### src/sv/acmf_pkg.sv
`timescale 1ns / 1ps
// -----------------------------------------------------------------------------
// acmf_pkg
// Shared sizes, register indexes and controller/datapath interface types for
// the ADC cluster mean filter.
// -----------------------------------------------------------------------------
package acmf_pkg;

   localparam int WINDOW      = 10;
   localparam int SAMPLE_BITS = 12;

   localparam int CLOSE_BITS  = 12;
   localparam int MINGRP_BITS = 4;
   localparam int GROUP_BITS  = 4;
   localparam int CSR_IDX_BITS  = 2;
   localparam int CSR_DATA_BITS = 12;

   // Counts from 0 to WINDOW inclusive.
   localparam int CNT_BITS = $clog2(WINDOW + 1);
   // Holds WINDOW * max_sample plus the rounding term.
   localparam int SUM_BITS = SAMPLE_BITS + $clog2(WINDOW);
   localparam int STEP_MAX  = (SUM_BITS > WINDOW) ? SUM_BITS : WINDOW;
   localparam int STEP_BITS = $clog2(STEP_MAX + 1);

   localparam logic [CSR_IDX_BITS-1:0] CSR_CLOSE_LIMIT = CSR_IDX_BITS'(0);
   localparam logic [CSR_IDX_BITS-1:0] CSR_MIN_GROUP   = CSR_IDX_BITS'(1);

   localparam logic [CLOSE_BITS-1:0]  CLOSE_LIMIT_RESET = CLOSE_BITS'(10);
   localparam logic [MINGRP_BITS-1:0] MIN_GROUP_RESET   = MINGRP_BITS'(8);

   typedef struct packed {
      logic insert;
      logic scan_init;
      logic scan_step;
      logic div_load;
      logic div_step;
      logic load_reject;
      logic load_result;
   } acmf_cmd_type;

   typedef struct packed {
      logic fill_last;
      logic below_min;
   } acmf_status_type;

endpackage

### src/sv/acmf_ctrl.sv
`timescale 1ns / 1ps
// -----------------------------------------------------------------------------
// acmf_ctrl
// Sequencer: sample collection, group scan, serial divide and result hand-off.
// -----------------------------------------------------------------------------
module acmf_ctrl (
   input  logic                      clock,
   input  logic                      reset,
   input  logic                      req_valid,
   output logic                      req_ready,
   output logic                      rsp_valid,
   input  logic                      rsp_ready,
   input  acmf_pkg::acmf_status_type status,
   output acmf_pkg::acmf_cmd_type    cmd
);
   import acmf_pkg::*;

   typedef enum logic [2:0] {
      ST_COLLECT,
      ST_SCAN,
      ST_CHECK,
      ST_DIVIDE,
      ST_FINISH
   } state_type;

   state_type             state_ff, state_in;
   logic [STEP_BITS-1:0]  step_ff, step_in;
   logic                  rsp_valid_ff, rsp_valid_in;
   logic                  accept;

   // The last beat of a window waits until the previous result is taken,
   // so the output register is free when the new result lands.
   assign req_ready = (state_ff == ST_COLLECT) && (!status.fill_last || !rsp_valid_ff);
   assign accept    = req_valid && req_ready;
   assign rsp_valid = rsp_valid_ff;

   always_comb begin
      state_in = state_ff;
      step_in  = step_ff;
      cmd      = '0;
      case (state_ff)
         ST_COLLECT: begin
            cmd.insert = accept;
            if (accept && status.fill_last) begin
               state_in = ST_SCAN;
               step_in  = '0;
            end
         end
         ST_SCAN: begin
            cmd.scan_init = (step_ff == '0);
            cmd.scan_step = (step_ff != '0);
            step_in       = step_ff + STEP_BITS'(1);
            if (step_ff == STEP_BITS'(WINDOW - 1)) begin
               state_in = ST_CHECK;
            end
         end
         ST_CHECK: begin
            if (status.below_min) begin
               cmd.load_reject = 1'b1;
               state_in        = ST_COLLECT;
            end else begin
               cmd.div_load = 1'b1;
               step_in      = '0;
               state_in     = ST_DIVIDE;
            end
         end
         ST_DIVIDE: begin
            cmd.div_step = 1'b1;
            step_in      = step_ff + STEP_BITS'(1);
            if (step_ff == STEP_BITS'(SUM_BITS - 1)) begin
               state_in = ST_FINISH;
            end
         end
         ST_FINISH: begin
            cmd.load_result = 1'b1;
            state_in        = ST_COLLECT;
         end
         default: begin
            state_in = ST_COLLECT;
         end
      endcase
   end

   assign rsp_valid_in = (rsp_valid_ff && !rsp_ready) || cmd.load_reject || cmd.load_result;

   always_ff @(posedge clock) begin
      if (reset) begin
         state_ff     <= ST_COLLECT;
         step_ff      <= '0;
         rsp_valid_ff <= 1'b0;
      end else begin
         state_ff     <= state_in;
         step_ff      <= step_in;
         rsp_valid_ff <= rsp_valid_in;
      end
   end

endmodule

### src/sv/acmf_datapath.sv
`timescale 1ns / 1ps
// -----------------------------------------------------------------------------
// acmf_datapath
// Sorted sample line, group scan, restoring divider, registers and result.
// -----------------------------------------------------------------------------
module acmf_datapath (
   input  logic                                 clock,
   input  logic                                 reset,
   input  logic [acmf_pkg::SAMPLE_BITS-1:0]     req_sample,
   input  logic                                 csr_we,
   input  logic [acmf_pkg::CSR_IDX_BITS-1:0]    csr_index,
   input  logic [acmf_pkg::CSR_DATA_BITS-1:0]   csr_wdata,
   input  acmf_pkg::acmf_cmd_type               cmd,
   output acmf_pkg::acmf_status_type            status,
   output logic                                 rsp_rejected,
   output logic [acmf_pkg::SAMPLE_BITS-1:0]     rsp_filtered_value,
   output logic [acmf_pkg::GROUP_BITS-1:0]      rsp_cluster_size
);
   import acmf_pkg::*;

   localparam int CMP_BITS = (CNT_BITS > MINGRP_BITS) ? CNT_BITS : MINGRP_BITS;

   logic [CLOSE_BITS-1:0]  close_limit_ff;
   logic [MINGRP_BITS-1:0] min_group_ff;
   logic [CNT_BITS-1:0]    fill_ff, fill_in;

   logic [SAMPLE_BITS-1:0] sorted_ff [WINDOW];
   logic [SAMPLE_BITS-1:0] sorted_in [WINDOW];
   logic                   le        [WINDOW];

   logic [SAMPLE_BITS-1:0] prev_ff;
   logic [CNT_BITS-1:0]    run_ff, best_ff, run_in, best_in;
   logic [SUM_BITS-1:0]    run_sum_ff, best_sum_ff, run_sum_in, best_sum_in;
   logic [SAMPLE_BITS-1:0] gap;
   logic [SAMPLE_BITS-1:0] cur;

   logic [SUM_BITS-1:0]    quo_ff;
   logic [CNT_BITS-1:0]    rem_ff;
   logic [CNT_BITS:0]      trial;
   logic                   trial_ge;

   logic                   rejected_ff;
   logic [SAMPLE_BITS-1:0] value_ff;
   logic [GROUP_BITS-1:0]  size_ff;

   // Configuration registers; bits above a register's width are dropped.
   always_ff @(posedge clock) begin
      if (reset) begin
         close_limit_ff <= CLOSE_LIMIT_RESET;
         min_group_ff   <= MIN_GROUP_RESET;
      end else if (csr_we) begin
         case (csr_index)
            CSR_CLOSE_LIMIT: close_limit_ff <= csr_wdata[CLOSE_BITS-1:0];
            CSR_MIN_GROUP:   min_group_ff   <= csr_wdata[MINGRP_BITS-1:0];
            default: begin
            end
         endcase
      end
   end

   assign status.fill_last = (fill_ff == CNT_BITS'(WINDOW - 1));
   assign status.below_min = (CMP_BITS'(best_ff) < CMP_BITS'(min_group_ff));

   always_comb begin
      fill_in = fill_ff;
      if (cmd.insert) begin
         fill_in = status.fill_last ? '0 : fill_ff + CNT_BITS'(1);
      end
   end

   always_ff @(posedge clock) begin
      if (reset) begin
         fill_ff <= '0;
      end else begin
         fill_ff <= fill_in;
      end
   end

   // Insertion into the sorted line: every entry decides on its own whether
   // it keeps its value, takes the new beat or takes its lower neighbor.
   // Entries at or above the fill count hold stale data and never win.
   always_comb begin
      for (int k = 0; k < WINDOW; k++) begin
         le[k] = (CNT_BITS'(k) < fill_ff) && (sorted_ff[k] <= req_sample);
      end
      for (int k = 0; k < WINDOW; k++) begin
         sorted_in[k] = sorted_ff[k];
         if (cmd.insert) begin
            if (le[k]) begin
               sorted_in[k] = sorted_ff[k];
            end else if (k == 0) begin
               sorted_in[k] = req_sample;
            end else if (le[k-1]) begin
               sorted_in[k] = req_sample;
            end else begin
               sorted_in[k] = sorted_ff[k-1];
            end
         end else if (cmd.scan_init || cmd.scan_step) begin
            // The scan reads the head and shifts the line down by one.
            if (k < WINDOW - 1) begin
               sorted_in[k] = sorted_ff[k+1];
            end
         end
      end
   end

   always_ff @(posedge clock) begin
      for (int k = 0; k < WINDOW; k++) begin
         sorted_ff[k] <= sorted_in[k];
      end
   end

   // Group scan over the sorted line, lowest values first. A strictly larger
   // run replaces the best, so the lowest group wins a tie.
   assign cur = sorted_ff[0];
   assign gap = cur - prev_ff;

   always_comb begin
      run_in      = run_ff;
      run_sum_in  = run_sum_ff;
      best_in     = best_ff;
      best_sum_in = best_sum_ff;
      if (cmd.scan_init) begin
         run_in      = CNT_BITS'(1);
         run_sum_in  = SUM_BITS'(cur);
         best_in     = CNT_BITS'(1);
         best_sum_in = SUM_BITS'(cur);
      end else if (cmd.scan_step) begin
         if (gap <= close_limit_ff) begin
            run_in     = run_ff + CNT_BITS'(1);
            run_sum_in = run_sum_ff + SUM_BITS'(cur);
         end else begin
            run_in     = CNT_BITS'(1);
            run_sum_in = SUM_BITS'(cur);
         end
         if (run_in > best_ff) begin
            best_in     = run_in;
            best_sum_in = run_sum_in;
         end
      end
   end

   always_ff @(posedge clock) begin
      if (cmd.scan_init || cmd.scan_step) begin
         prev_ff <= cur;
      end
      run_ff      <= run_in;
      run_sum_ff  <= run_sum_in;
      best_ff     <= best_in;
      best_sum_ff <= best_sum_in;
   end

   // Restoring divider, one quotient bit per cycle. The numerator carries
   // the rounding term so the quotient comes out rounded up.
   assign trial    = {rem_ff, quo_ff[SUM_BITS-1]};
   assign trial_ge = (trial >= (CNT_BITS + 1)'(best_ff));

   always_ff @(posedge clock) begin
      if (cmd.div_load) begin
         quo_ff <= best_sum_ff + SUM_BITS'(best_ff) - SUM_BITS'(1);
         rem_ff <= '0;
      end else if (cmd.div_step) begin
         quo_ff <= {quo_ff[SUM_BITS-2:0], trial_ge};
         rem_ff <= trial_ge ? CNT_BITS'(trial - (CNT_BITS + 1)'(best_ff))
                            : CNT_BITS'(trial);
      end
   end

   always_ff @(posedge clock) begin
      if (cmd.load_reject) begin
         rejected_ff <= 1'b1;
         value_ff    <= '0;
         size_ff     <= GROUP_BITS'(best_ff);
      end else if (cmd.load_result) begin
         rejected_ff <= 1'b0;
         value_ff    <= quo_ff[SAMPLE_BITS-1:0];
         size_ff     <= GROUP_BITS'(best_ff);
      end
   end

   assign rsp_rejected       = rejected_ff;
   assign rsp_filtered_value = value_ff;
   assign rsp_cluster_size   = size_ff;

endmodule

### src/sv/adc_cluster_mean_filter_core.sv
`timescale 1ns / 1ps
// -----------------------------------------------------------------------------
// adc_cluster_mean_filter_core
// Largest-cluster mean filter over windows of raw ADC samples.
// -----------------------------------------------------------------------------
// Each sample beat is inserted straight into a sorted line of WINDOW
// entries, so the window is already ordered when it fills. After the last
// beat of a window the block stops taking samples for the group scan, the
// decision and, for an accepted window, a one-bit-per-cycle divider and the
// load of the result; a rejected window skips the divider. The result sits
// in an output register; samples of the next window keep flowing while it
// waits, and only the last beat of that next window waits for the result to
// be taken.
// -----------------------------------------------------------------------------
module adc_cluster_mean_filter_core (
   input  logic                                 clock,
   input  logic                                 reset,
   input  logic                                 req_valid,
   output logic                                 req_ready,
   input  logic [acmf_pkg::SAMPLE_BITS-1:0]     req_sample,
   output logic                                 rsp_valid,
   input  logic                                 rsp_ready,
   output logic                                 rsp_rejected,
   output logic [acmf_pkg::SAMPLE_BITS-1:0]     rsp_filtered_value,
   output logic [acmf_pkg::GROUP_BITS-1:0]      rsp_cluster_size,
   input  logic                                 csr_we,
   input  logic [acmf_pkg::CSR_IDX_BITS-1:0]    csr_index,
   input  logic [acmf_pkg::CSR_DATA_BITS-1:0]   csr_wdata
);
   import acmf_pkg::*;

   acmf_cmd_type    cmd;
   acmf_status_type status;

   acmf_ctrl u_ctrl (
      .clock     (clock),
      .reset     (reset),
      .req_valid (req_valid),
      .req_ready (req_ready),
      .rsp_valid (rsp_valid),
      .rsp_ready (rsp_ready),
      .status    (status),
      .cmd       (cmd)
   );

   acmf_datapath u_datapath (
      .clock              (clock),
      .reset              (reset),
      .req_sample         (req_sample),
      .csr_we             (csr_we),
      .csr_index          (csr_index),
      .csr_wdata          (csr_wdata),
      .cmd                (cmd),
      .status             (status),
      .rsp_rejected       (rsp_rejected),
      .rsp_filtered_value (rsp_filtered_value),
      .rsp_cluster_size   (rsp_cluster_size)
   );

endmodule

### config.mk
export PLATFORM = sky130hd
export DESIGN_NAME = adc_cluster_mean_filter_core
export DESIGN_NICKNAME = d
export VERILOG_FILES = /design/src/sv/acmf_pkg.sv /design/src/sv/acmf_ctrl.sv /design/src/sv/acmf_datapath.sv /design/src/sv/adc_cluster_mean_filter_core.sv
export SDC_FILE = /design/constraint.sdc
export NUM_CORES = 1
export LEC_CHECK = 0
export BUFFER_PORTS_ARGS = -buffer_cell sky130_fd_sc_hd__buf_2
export CAP_MARGIN = 20
export CELL_PAD_IN_SITES_DETAIL_PLACEMENT = 0
export CELL_PAD_IN_SITES_GLOBAL_PLACEMENT = 1
export CORE_MARGIN = 5
export CORE_UTILIZATION = 38
export CTS_CLUSTER_SIZE = 28
export DETAILED_ROUTE_END_ITERATION = 6
export GPL_ROUTABILITY_DRIVEN = 0
export PLACE_DENSITY = 0.61
export REMOVE_ABC_BUFFERS = 1
export SETUP_SLACK_MARGIN = 0.2
export SYNTH_ARGS = -nofsm -noshare
export SYNTH_HDL_FRONTEND = slang
export SYNTH_SLANG_ARGS = --single-unit
### constraint.sdc
create_clock -name clock -period 5.8 [get_ports clock]
set_clock_uncertainty 0.1 [all_clocks]
set_input_delay 0.58 -clock clock [delete_from_list [all_inputs] [get_ports clock]]
set_output_delay 0.58 -clock clock [all_outputs]
set_load 0.02 [all_outputs]
# [Word-level counts from Yosys, hierarchy flattened]
# Memory sizes are Yosys's and may differ from the RTL's.
# Cells that the tools add are included.
[word_totals] ram_bits=120 register_bits=118 output_inout_bits=19 inputBits=31 mem_count=1
[mem_list] memory="u_datapath.sorted_ff" depth=10 word_bits=12 read_ports=10 rd_clocked_by_memory_dff=0 wr=10 line="acmf_datapath.sv:27" text="logic [SAMPLE_BITS-1:0] sorted_ff [WINDOW];"
[op_classes] n_addsub=8 eq_ne=12 order_cmp=24 muxes=69 n_reduce_logical=37
[ops] cell="12-bit 2-to-1 mux" n=43
[ops] cell="12-bit less-or-equal comparator" n=11
[ops] cell="16-bit 2-to-1 mux" n=3
[ops] cell="4-bit 2-to-1 mux" n=7
[ops] cell="16-bit by 12-bit adder with 16-bit output" n=1
[ops] cell="16-bit by 4-bit adder with 16-bit output" n=1
[ops] cell="3-bit by 4-bit < comparator with 1-bit output (first input constant)" n=4
[ops] cell="16-bit by 1-bit subtractor with 16-bit output (second input constant)" n=1
[ops] cell="5-bit one-hot mux with 3 select lines" n=1
[ops] cell="1-bit logical AND" n=14
[ops] cell="3-bit one-hot mux with 4 select lines" n=1
[ops] cell="12-bit subtractor" n=1
[ops] cell="5-bit by 4-bit equality test with 1-bit output (second input constant)" n=2
[ops] cell="5-bit 2-to-1 mux" n=2
[ops] cell="3-bit 2-to-1 mux" n=3
[ops] cell="4-bit by 1-bit adder with 4-bit output (second input constant)" n=2
[ops] cell="1-bit by 4-bit < comparator with 1-bit output (first input constant)" n=2
[ops] cell="2-bit by 4-bit < comparator with 1-bit output (first input constant)" n=2
[ops] cell="4-bit < comparator (first input constant)" n=2
[ops] cell="2-bit AND reduction" n=4
[ops] cell="2-bit nonzero test" n=4
[ops] cell="1-bit 2-to-1 mux" n=7
[ops] cell="3-bit by 2-bit equality test with 1-bit output (second input constant)" n=2
[ops] cell="3-bit AND reduction" n=2
[ops] cell="20 further kinds" n=28

# [Depth between registers and ports, before layout]
# Gate-level depths: netlist of the first run.
# An unclocked memory read counts as a cell.
[logic_depth] ltp_word=10 mapped_depth=24

# [By module]
# Synthesis of the first run repeated with hierarchy kept, for this count alone.
[unflattened] cells_unflattened=1486 area_unflattened_um2=15103.2
[modules_own_cells] module="acmf_datapath" n_inst=1 area_per_inst_um2=14521.4 seq_area_each_um2=6346.1 cells_each=1421
[modules_own_cells] module="acmf_ctrl" n_inst=1 area_per_inst_um2=581.8 seq_area_each_um2=180.2 cells_each=65

# [Least setup slack after synthesis of the first run]
# Ideal clock, no wire load.
[synth_path] path_type="register to register" startpoint="mem u_datapath.sorted_ff[0][0]" endpoint="reg u_datapath.best_sum_ff[0] (enable)" arrival_ps=4488 setup_slack_ps=862 setup_ps=350 path_stages_with_launch=23 path_cell_list="edfxtp_1 > inv_1 > ha_1 > fa_1 > nor2b_1 > o21ai_0 > nand2b_1 > a311oi_1 > o41ai_1 > a21oi_1 > xnor2_1 > ha_1 > nand4_1 > a211o_1 > a21oi_1 > nor2_1 > ha_1 > nand3_1 > nor2_1 > a211oi_1 > nor2_1 > inv_1 > nand2_1"
[synth_lines] element="start: declaration" line="acmf_datapath.sv:27"
[synth_lines] element="end signal: assignment" line="acmf_datapath.sv:150" text="best_sum_ff <= best_sum_in;"
[synth_lines] element="end: declaration" line="acmf_datapath.sv:33" text="logic [SUM_BITS-1:0] run_sum_ff, best_sum_ff, run_sum_in, best_sum_in;"

==> impl_metrics.env, run 1 <==
export IMPL_n_antenna_cell=0
export IMPL_start_util_pct=38.3
export IMPL_crit_path_end="u_datapath.best_sum_ff[8]$_DFFE_PP_"
export IMPL_syn_area_per_cell_um2=9.20
export IMPL_drt_antenna_violating_nets=0
export IMPL_cp_depth=22
export IMPL_cts_buffers=31
export IMPL_clkTransAtPathRegs_ns=0.06
export IMPL_fp_row_count=77
export IMPL_arrival_ns=5.30
export IMPL_synthArstFlopShare_pct=0
export IMPL_drt_drc_violations_left=0
export IMPL_hold_violations=0
export IMPL_netlist_cell_type_count=72
export IMPL_avgRoutedWirePerCell_um=22.7
export IMPL_ys_seq_elements=238
export IMPL_wirelength_mm=56.4
export IMPL_rsz0062_at_grt="no"
export IMPL_worstMarginPinSlew_ns=0.959
export IMPL_vias_per_cell=5.92
export IMPL_max_cap_violations=0
export IMPL_synth_top_area_cell="edfxtp_1"
export IMPL_path_buf_inv=2
export IMPL_hp_class="in2reg"
export IMPL_ir_drop_mv=0.211
export IMPL_path_class="reg2reg"
export IMPL_crit_family="compound AO/OA/AOI/OAI gates"
export IMPL_dpl_hpwl_mm=41.8
export IMPL_drt_iter0_drc=1052
export IMPL_synthToLayoutAreaGrowth_pct=11.9
export IMPL_numPortBuffers=49
export IMPL_finalSetupTns_ns=0
export IMPL_max_slew_margin_rel_pct=35.9
export IMPL_die_area_um2=48800
export IMPL_clock_path_buffers=3
export IMPL_min_period_ns=5.12
export IMPL_drv_slew=0
export IMPL_grt_max_degree=62
export IMPL_ioPinCount=50
export IMPL_first_pass_iters=7
export IMPL_n_fill_cell=4437
export IMPL_antenna_found_initial=0
export IMPL_worst_path_max_fanout=12
export IMPL_h_tree_depth=1
export IMPL_grt_use_total_pct=22.2
export IMPL_nets=2091
export IMPL_ys_warn_count=0
export IMPL_outcome="completed"
export IMPL_leakage_nw=7.53
export IMPL_synth_area_leaders="edfxtp_1 (31%), ha_1 (14%), dfxtp_1 (7.3%)"
export IMPL_cellPowerDensity_nw_per_um2=390
export IMPL_die_h_um=221
export IMPL_r2r_cells=22
export IMPL_clock_sinks=238
export IMPL_die_x_um=221
export IMPL_grt_pass1_vias=14441
export IMPL_crit_required_ns=5.98
export IMPL_routed_via_count=14703
export IMPL_synthCells=1838
export IMPL_p_total_w=0.00738
export IMPL_grt_pass1_wl_mm=86.7
export IMPL_cts_root_buf="clkbuf_16"
export IMPL_drive_gt1_share_pct=10.1
export IMPL_ys_seq_area_share_pct=38.6
export IMPL_worstSetupStartpointType="flop"
export IMPL_synth_edff_count=176
export IMPL_max_stage_delay_ns=0.41
export IMPL_grt_overflow=0
export IMPL_synth_top_flop_cell="edfxtp_1"
export IMPL_r2r_start="u_datapath.sorted_ff[0][0]$_DFFE_PP_"
export IMPL_r2r_slack_ns=0.68
export IMPL_cts_tree="done"
export IMPL_core_area_um2=44100
export IMPL_setup_violations=0
export IMPL_end_kind="flop"
export IMPL_crit_chain="inv_1 -> ha_1 -> fa_1 -> nor2b_1 -> o21ai_0 -> nand2b_1 -> a311oi_1 -> o41ai_1 -> a21oi_1 -> xnor2_1 -> ha_1 -> a21oi_1 -> nand2_1 -> a221oi_1 -> a21oi_2 -> nor2_1 -> ha_1 -> a21o_1 -> a211oi_1 -> nor2_2 -> inv_1 -> nand2_2"
export IMPL_syn_cell_area_um2=16900
export IMPL_ctsHoldBuffers=0
export IMPL_crit_path_start="u_datapath.sorted_ff[0][0]$_DFFE_PP_"
export IMPL_clk_latency_ns=0.60
export IMPL_synth_top_area_share_pct=31.2
export IMPL_period_share_pct=88.2
export IMPL_path_common_cell="ha_1"
export IMPL_r2r_end="u_datapath.best_sum_ff[8]$_DFFE_PP_"
export IMPL_cpMaxStageDelayCell="fa_1"
export IMPL_fmax_mhz=195
## cells in the mapped netlist, types with 4 or more instances
cell	number
nor2b_1	25
nor2_1	85
nand2b_1	12
mux2_2	13
a211o_1	5
nor3b_1	4
nand3b_1	5
a211oi_1	19
a31oi_1	13
o211ai_1	5
and2_1	4
a2bb2oi_1	60
o21a_1	8
or3_1	5
or4_1	5
xor2_1	16
nand4_1	37
edfxtp_1	176
nand3_1	24
o21ai_1	33
a311oi_1	62
xnor2_1	20
dfxtp_1	62
a21oi_1	116
a221oi_1	4
fa_1	4
o31ai_1	5
ha_1	191
o311a_1	4
buf_2	13
nor4_1	4
o21ai_0	134
or2_2	10
a21o_1	38
clkbuf_1	89
nor3_1	180
mux2i_1	29
inv_1	104
nand2_1	165
## sequential cells by signal (all words and copies together) (netlist names), 3 cells and up
name	flops
u_datapath.sorted_ff	120
u_datapath.best_sum_ff	16
u_datapath.quo_ff	16
u_datapath.run_sum_ff	16
u_datapath.close_limit_ff	12
u_datapath.prev_ff	12
u_datapath.rsp_filtered_value	12
u_ctrl.step_ff	5
u_datapath.best_ff	4
u_datapath.fill_ff	4
u_datapath.min_group_ff	4
u_datapath.rem_ff	4
u_datapath.rsp_cluster_size	4
u_datapath.run_ff	4
u_ctrl.state_ff	3
## report_power, final
| group | internal, W | total (W) | switching, W |
|---|---|---|---|
| clock network | 0.00115 | 0.00195 | 0.000799 |
| registers | 0.00230 | 0.00266 | 0.000354 |
| logic | 0.00111 | 0.00277 | 0.00166 |
## through the flow
step	cells	util (%)	hold slack, ns	instance area, um^2	setup WS, ns
2_1_floorplan	1727	-	0.330	16500	0.0345
3_3_place_gp	2423	40.6	0.331	17900	0.378
3_5_place_dp	2424	40.6	0.341	17900	0.299
4_1_cts	2482	42.9	0.0931	18900	0.289
5_1_grt	2482	42.9	0.116	18900	0.218
6_report	2482	42.9	0.123	18900	0.683
## cell type report
class | instances | area (um^2) | area share, %
inverters | 104 | 390 | 2.06
clock buffers | 43 | 883 | 4.67
repair buffers | 105 | 666 | 3.52
well taps | 592 | 741 | 3.91
multi-input cells | 1385 | 9590 | 50.7
clock inverters | 15 | 134 | 0.707
flip-flops and latches | 238 | 6530 | 34.5
## cell families (layout without fill, tap and decap cells)
group,count (synthesis),count (layout),share of synthesized area [%]
adder cells (fa/ha/maj),195,195,14.6
buffers and inverters,215,267,5.07
flip-flops,238,238,38.6
XOR/XNOR,36,36,1.86
AND/OR/NAND/NOR,577,577,16.4
multiplexers,42,42,2.58
AO/OA/AOI/OAI,535,535,20.9
## routing by layer
metal	global-route usage [%]	part of all wire, %
met1	30.0	45
met2	37.3	47
met3	2.58	4.2
met4	7.22	3.5
met5	0	0
## what timing repair did
item / in CTS / in global routing
gates resized for setup: 0 / 3
buffers inserted: 0 / 0
hold endpoints to repair: 0 / 0
endpoints found under the setup margin: 0 / 16
## cells in the final DEF (no fill, tap or decap), types with 10 or more instances in the layout
cell         n
a211oi_1    19
a21o_1      38
a21oi_1    115
a2bb2oi_1   60
a311oi_1    62
a31oi_1     13
buf_2       49
buf_4       56
clkbuf_16   33
dfxtp_1     62
edfxtp_1   176
ha_1       191
inv_1      104
mux2_2      13
mux2i_1     29
nand2_1    163
nand2b_1    12
nand3_1     24
nand4_1     37
nor2_1      84
nor2b_1     25
nor3_1     180
o21ai_0    131
o21ai_1     36
or2_2       10
xnor2_1     20
xor2_1      16
## how the worst min path moves through the flow
stage	startpoint	end	cells past startpoint
floorplan	u_datapath.close_limit_ff[10]$_SDFFE_PP0P_	u_datapath.close_limit_ff[10]$_SDFFE_PP0P_	2
finish	csr_wdata[3]	u_datapath.close_limit_ff[3]$_SDFFE_PP1P_	2
global placement	u_datapath.rsp_rejected$_SDFFE_PP1P_	u_datapath.rsp_rejected$_SDFFE_PP1P_	1
global route	csr_wdata[3]	u_datapath.close_limit_ff[3]$_SDFFE_PP1P_	2
detailed placement	u_datapath.rsp_rejected$_SDFFE_PP1P_	u_datapath.rsp_rejected$_SDFFE_PP1P_	1
CTS	csr_wdata[3]	u_datapath.close_limit_ff[3]$_SDFFE_PP1P_	2
Power figures use the tool's default switching activity.
==> run 2: changes to the inputs <==
--- a/config.mk
+++ b/config.mk
@@ -10,11 +10,11 @@
 export CELL_PAD_IN_SITES_DETAIL_PLACEMENT = 0
 export CELL_PAD_IN_SITES_GLOBAL_PLACEMENT = 1
 export CORE_MARGIN = 5
-export CORE_UTILIZATION = 38
+export CORE_UTILIZATION = 45
 export CTS_CLUSTER_SIZE = 28
 export DETAILED_ROUTE_END_ITERATION = 6
 export GPL_ROUTABILITY_DRIVEN = 0
-export PLACE_DENSITY = 0.61
+export PLACE_DENSITY = 0.71
 export REMOVE_ABC_BUFFERS = 1
 export SETUP_SLACK_MARGIN = 0.2
 export SYNTH_ARGS = -nofsm -noshare
==> impl_metrics.env, run 2 (synthesis gave the netlist of run 1 again) <==
export IMPL_outcome="completed"
export IMPL_drive_gt1_share_pct=9.00
export IMPL_die_x_um=204
export IMPL_setup_violations=0
export IMPL_ioPinCount=50
export IMPL_multi_input_area_um2=9580
export IMPL_fp_row_count=71
export IMPL_grt_busiest_layer="met2"
export IMPL_worst_path_max_fanout=12
export IMPL_rsz0062_at_grt="no"
export IMPL_hp_class="in2reg"
export IMPL_leakage_nw=7.41
export IMPL_arrival_ns=5.37
export IMPL_grtUsageMet3_pct=4.24
export IMPL_routed_via_count=14729
export IMPL_final_common_cell="ha_1"
export IMPL_h_tree_depth=1
export IMPL_n_antenna_cell=0
export IMPL_cellPowerDensity_nw_per_um2=391
export IMPL_drt_drc_violations_left=0
export IMPL_die_area_um2=41600
export IMPL_clkTransAtPathRegs_ns=0.06
export IMPL_grtUsageMet1_pct=34.0
export IMPL_n_fill_cell=3537
export IMPL_grt_pass1_wl_mm=84.4
export IMPL_grt_met2_usage_pct=42.8
export IMPL_end_kind="flop"
export IMPL_grt_max_degree=80
export IMPL_final_cell_mix="ha_1 (191), nor3_1 (180), edfxtp_1 (176), nand2_1 (163), o21ai_0 (132)"
export IMPL_max_slew_margin_rel_pct=28.8
export IMPL_nets=2070
export IMPL_grt_pass1_vias=14246
export IMPL_path_class="reg2reg"
export IMPL_grt_use_total_pct=25.8
export IMPL_ff_latch_area_um2=6530
export IMPL_hold_violations=0
export IMPL_cpMaxStageDelayCell="fa_1"
export IMPL_grt_overflow=0
export IMPL_clock_path_buffers=3
export IMPL_period_share_pct=89.9
export IMPL_first_pass_iters=5
export IMPL_min_period_ns=5.22
export IMPL_top_register="u_datapath.sorted_ff"
export IMPL_worstSetupStartpointType="flop"
export IMPL_r2r_slack_ns=0.58
export IMPL_crit_chain="inv_1 -> ha_1 -> fa_1 -> nor2b_1 -> o21ai_0 -> nand2b_1 -> a311oi_1 -> o41ai_1 -> a21oi_1 -> xnor2_1 -> ha_1 -> nand4_1 -> a211o_1 -> a21oi_2 -> nor2_1 -> ha_1 -> nand3_1 -> nor2_1 -> a211oi_1 -> nor2_1 -> inv_1 -> nand2_2"
export IMPL_final_util_pct=49.8
export IMPL_fmax_mhz=192
export IMPL_synthToLayoutAreaGrowth_pct=10.1
export IMPL_start_util_pct=45.2
export IMPL_crit_required_ns=5.95
export IMPL_cts_resized=0
export IMPL_postCtsSetupBuffers=0
export IMPL_avgRoutedWirePerCell_um=23.2
export IMPL_max_cap_violations=0
export IMPL_ir_drop_mv=0.242
export IMPL_cts_root_buf="clkbuf_16"
export IMPL_numPortBuffers=49
export IMPL_p_total_w=0.00728
export IMPL_finalSetupTns_ns=0
export IMPL_die_h_um=204
export IMPL_vias_per_cell=6.20
export IMPL_clk_latency_ns=0.58
export IMPL_clock_sinks=238
export IMPL_cts_buffers=30
export IMPL_wirelength_mm=55.1
export IMPL_drv_slew=0
export IMPL_largest_reg_flops=120
export IMPL_worstMarginPinSlew_ns=1.06
export IMPL_dpl_hpwl_mm=39.0
export IMPL_drt_iter0_drc=1180
export IMPL_max_stage_delay_ns=0.41
export IMPL_finalHoldWorstSlack_ns=0.145
export IMPL_cts_tree="done"
export IMPL_ctsHoldBuffers=0
export IMPL_core_area_um2=37400
export IMPL_drt_antenna_violating_nets=0
export IMPL_antenna_found_initial=0
==> run 2: metal layers <==
metal  wire, um  share of wire [%]
met5          0                  0
met1      23000                 42
met2      25600                 47
met3       3970                7.2
met4       2490                4.5
==> run 2: cell type report <==
class	instances	share of cell area (%)
well taps	511	3.43
repair buffers	85	2.77
multi-input cells	1385	51.4
clock buffers	45	4.78
clock inverters	9	0.430
inverters	104	2.10
flip-flops and latches	238	35.0
==> run 2: where the power goes <==
part / total [W] / internal (W) / switching, W
combinational: 0.00274 / 0.00109 / 0.00165
sequential: 0.00269 / 0.00231 / 0.000386
clock: 0.00185 / 0.00110 / 0.000756
total: 0.00728 / 0.00449 / 0.00279
==> run 2: final timing paths <==
| check | cells past startpoint | endpoint | start |
|---|---|---|---|
| setup reg to reg | 22 | u_datapath.best_sum_ff[7]$_DFFE_PP_ | u_datapath.sorted_ff[0][0]$_DFFE_PP_ |
| hold reg to reg | 1 | u_datapath.rsp_rejected$_SDFFE_PP1P_ | u_datapath.rsp_rejected$_SDFFE_PP1P_ |
| hold / removal | 3 | u_datapath.close_limit_ff[10]$_SDFFE_PP0P_ | csr_wdata[10] |
| setup / recovery | 22 | u_datapath.best_sum_ff[7]$_DFFE_PP_ | u_datapath.sorted_ff[0][0]$_DFFE_PP_ |
==> run 2: through the flow <==
| stage | std cells | instance area, um^2 | setup WS, ns |
|---|---|---|---|
| after floorplan | 1727 | 16500 | 0.0345 |
| after global placement | 2320 | 17600 | 0.427 |
| after detailed placement | 2323 | 17600 | 0.314 |
| after CTS | 2377 | 18600 | 0.259 |
| after global routing | 2377 | 18600 | 0.287 |
| final | 2377 | 18600 | 0.585 |
==> run 2: critical path, delay by kind of cell, from the launching register on <==
kind,cells,cell delay [ns]
AND/OR/NAND/NOR,8,1.36
flip-flops,1,0.34
XOR/XNOR,1,0.14
AO/OA/AOI/OAI,7,1.41
buffers and inverters,2,0.24
adder cells (fa/ha/maj),4,1.30
==> run 3: changes to the inputs <==
--- a/config.mk
+++ b/config.mk
@@ -15,7 +15,6 @@
 export DETAILED_ROUTE_END_ITERATION = 6
 export GPL_ROUTABILITY_DRIVEN = 0
 export PLACE_DENSITY = 0.71
-export REMOVE_ABC_BUFFERS = 1
 export SETUP_SLACK_MARGIN = 0.2
 export SYNTH_ARGS = -nofsm -noshare
 export SYNTH_HDL_FRONTEND = slang
==> impl_metrics.env, run 3 (synthesis gave the netlist of run 1 again) <==
export IMPL_fp_row_count=71
export IMPL_drt_iter0_drc=1342
export IMPL_drv_slew=0
export IMPL_die_area_um2=41600
export IMPL_vias_per_cell=6.22
export IMPL_die_h_um=204
export IMPL_outcome="completed"
export IMPL_worstSetupStartpointType="flop"
export IMPL_drt_drc_violations_left=0
export IMPL_min_period_ns=5.14
export IMPL_max_slew_margin_rel_pct=33.8
export IMPL_setup_violations=0
export IMPL_ir_drop_mv=0.226
export IMPL_final_cell_mix="ha_1 (191), nor3_1 (180), edfxtp_1 (176), nand2_1 (163), o21ai_0 (134)"
export IMPL_worstMarginPinSlew_ns=0.979
export IMPL_hp_class="in2reg"
export IMPL_grt_overflow=0
export IMPL_syn_nets=2064
export IMPL_period_share_pct=88.7
export IMPL_avgRoutedWirePerCell_um=23.4
export IMPL_cpMaxStageDelayCell="fa_1"
export IMPL_cts_buffers=29
export IMPL_ctsHoldBuffers=0
export IMPL_clock_path_buffers=3
export IMPL_core_area_um2=37400
export IMPL_cts_tree="done"
export IMPL_grt_use_total_pct=26.1
export IMPL_antenna_found_initial=0
export IMPL_finalSetupTns_ns=0
export IMPL_dpl_hpwl_mm=39.7
export IMPL_clkTransAtPathRegs_ns=0.06
export IMPL_crit_required_ns=5.97
export IMPL_ioPinCount=50
export IMPL_max_stage_delay_ns=0.41
export IMPL_end_kind="flop"
export IMPL_final_util_pct=50.1
export IMPL_design_area_um2=18700
export IMPL_drive_gt1_share_pct=9.56
export IMPL_grt_pass1_wl_mm=85.3
export IMPL_rsz0062_at_grt="no"
export IMPL_wirelength_mm=55.8
export IMPL_drt_antenna_violating_nets=0
export IMPL_hold_violations=0
export IMPL_top_register="u_datapath.sorted_ff"
export IMPL_leakage_nw=7.45
export IMPL_path_class="reg2reg"
export IMPL_postCtsSetupBuffers=0
export IMPL_largest_reg_flops=120
export IMPL_max_cap_violations=0
export IMPL_first_pass_iters=5
export IMPL_numPortBuffers=49
export IMPL_grt_pass1_vias=14094
export IMPL_routed_via_count=14823
export IMPL_n_antenna_cell=0
export IMPL_crit_chain="inv_1 -> ha_1 -> fa_1 -> nor2b_1 -> o21ai_0 -> nand2b_1 -> a311oi_1 -> o41ai_1 -> a21oi_1 -> xnor2_1 -> ha_1 -> a21oi_1 -> nand2_1 -> a221oi_1 -> a21oi_2 -> nor2b_1 -> ha_1 -> nand3_1 -> nor2_1 -> a211oi_1 -> nor2_1 -> inv_1 -> nand2_2"
export IMPL_path_common_cell="ha_1"
export IMPL_worst_path_max_fanout=12
export IMPL_synthToLayoutAreaGrowth_pct=10.7
export IMPL_placedInstanceArea_um2=17700
export IMPL_clock_sinks=238
export IMPL_fmax_mhz=194
export IMPL_start_util_pct=45.2
export IMPL_grt_max_degree=78
export IMPL_nets=2075
export IMPL_final_common_cell="ha_1"
export IMPL_clk_latency_ns=0.58
export IMPL_die_x_um=204
export IMPL_arrival_ns=5.31
export IMPL_cts_root_buf="clkbuf_16"
export IMPL_cellPowerDensity_nw_per_um2=394
export IMPL_h_tree_depth=1
-- run 3: cell types whose count changed in the layout (fill, tap and decap cells not counted), sizes merged --
cell,previous run,this run
clkinvlp,0,7
buf,85,91
bufinv,1,5
clkinv,8,6
clkbuf,45,32
inv,104,108
-- run 3: routing by layer --
layer | global-route usage, % | wire length (um)
met5 | 0 | 0
met4 | 10.3 | 2360
met3 | 3.86 | 4250
met2 | 41.5 | 25100
met1 | 36.1 | 24100
-- run 3: metrics by stage --
stage | cells | total power (W) | setup WS [ns] | hold WS [ns]
floorplan | 1838 | 0.00451 | 0.862 | 0.336
global placement | 2328 | 0.00530 | 0.501 | 0.327
detailed placement | 2328 | 0.00536 | 0.349 | 0.335
CTS | 2382 | 0.00737 | 0.295 | 0.112
global route | 2383 | 0.00783 | 0.262 | 0.118
finish | 2383 | 0.00737 | 0.656 | 0.133
-- run 3: worst max-delay path, delay by kind of cell, from the launching register on --
kind                       cells  cell delay, ns
buffers and inverters          2            0.22
xor gates and xnor gates       1            0.18
and+or+nand+nor                8            1.06
AOI/OAI and AO/OA              8            1.73
adders and majority gates      4            1.20
DFF                            1            0.34
-- run 3: power by group --
| part | switching, W | internal [W] | leakage [nW] |
|---|---|---|---|
| Combinational | 0.00159 | 0.00109 | 4.76 |
| Clock | 0.000815 | 0.00117 | 0.483 |
| Sequential | 0.000399 | 0.00230 | 2.20 |
-- run 3: path summary, 6_finish.rpt --
kind,start,end,slack (ns),cells after the start
max,u_datapath.sorted_ff[0][0]$_DFFE_PP_,u_datapath.best_sum_ff[10]$_DFFE_PP_,0.66,23
min,csr_wdata[3],u_datapath.close_limit_ff[3]$_SDFFE_PP1P_,0.13,2
max reg2reg,u_datapath.sorted_ff[0][0]$_DFFE_PP_,u_datapath.best_sum_ff[10]$_DFFE_PP_,0.66,23
min reg2reg,u_datapath.rsp_rejected$_SDFFE_PP1P_,u_datapath.rsp_rejected$_SDFFE_PP1P_,0.34,1
-- run 3: cell type report --
class / instances / area (um^2)
multi-input cells: 1385 / 9570
inverters: 104 / 390
fillers: 3487 / 18700
repair buffers: 91 / 573
clock inverters: 22 / 270
clock buffers: 32 / 758
flip-flops and latches: 238 / 6530
well taps: 511 / 639
-- run 3: repair_timing --
item	in CTS	in global routing
setup endpoints to repair	0	16
endpoints found under the hold margin	0	0
gates resized for setup	0	2
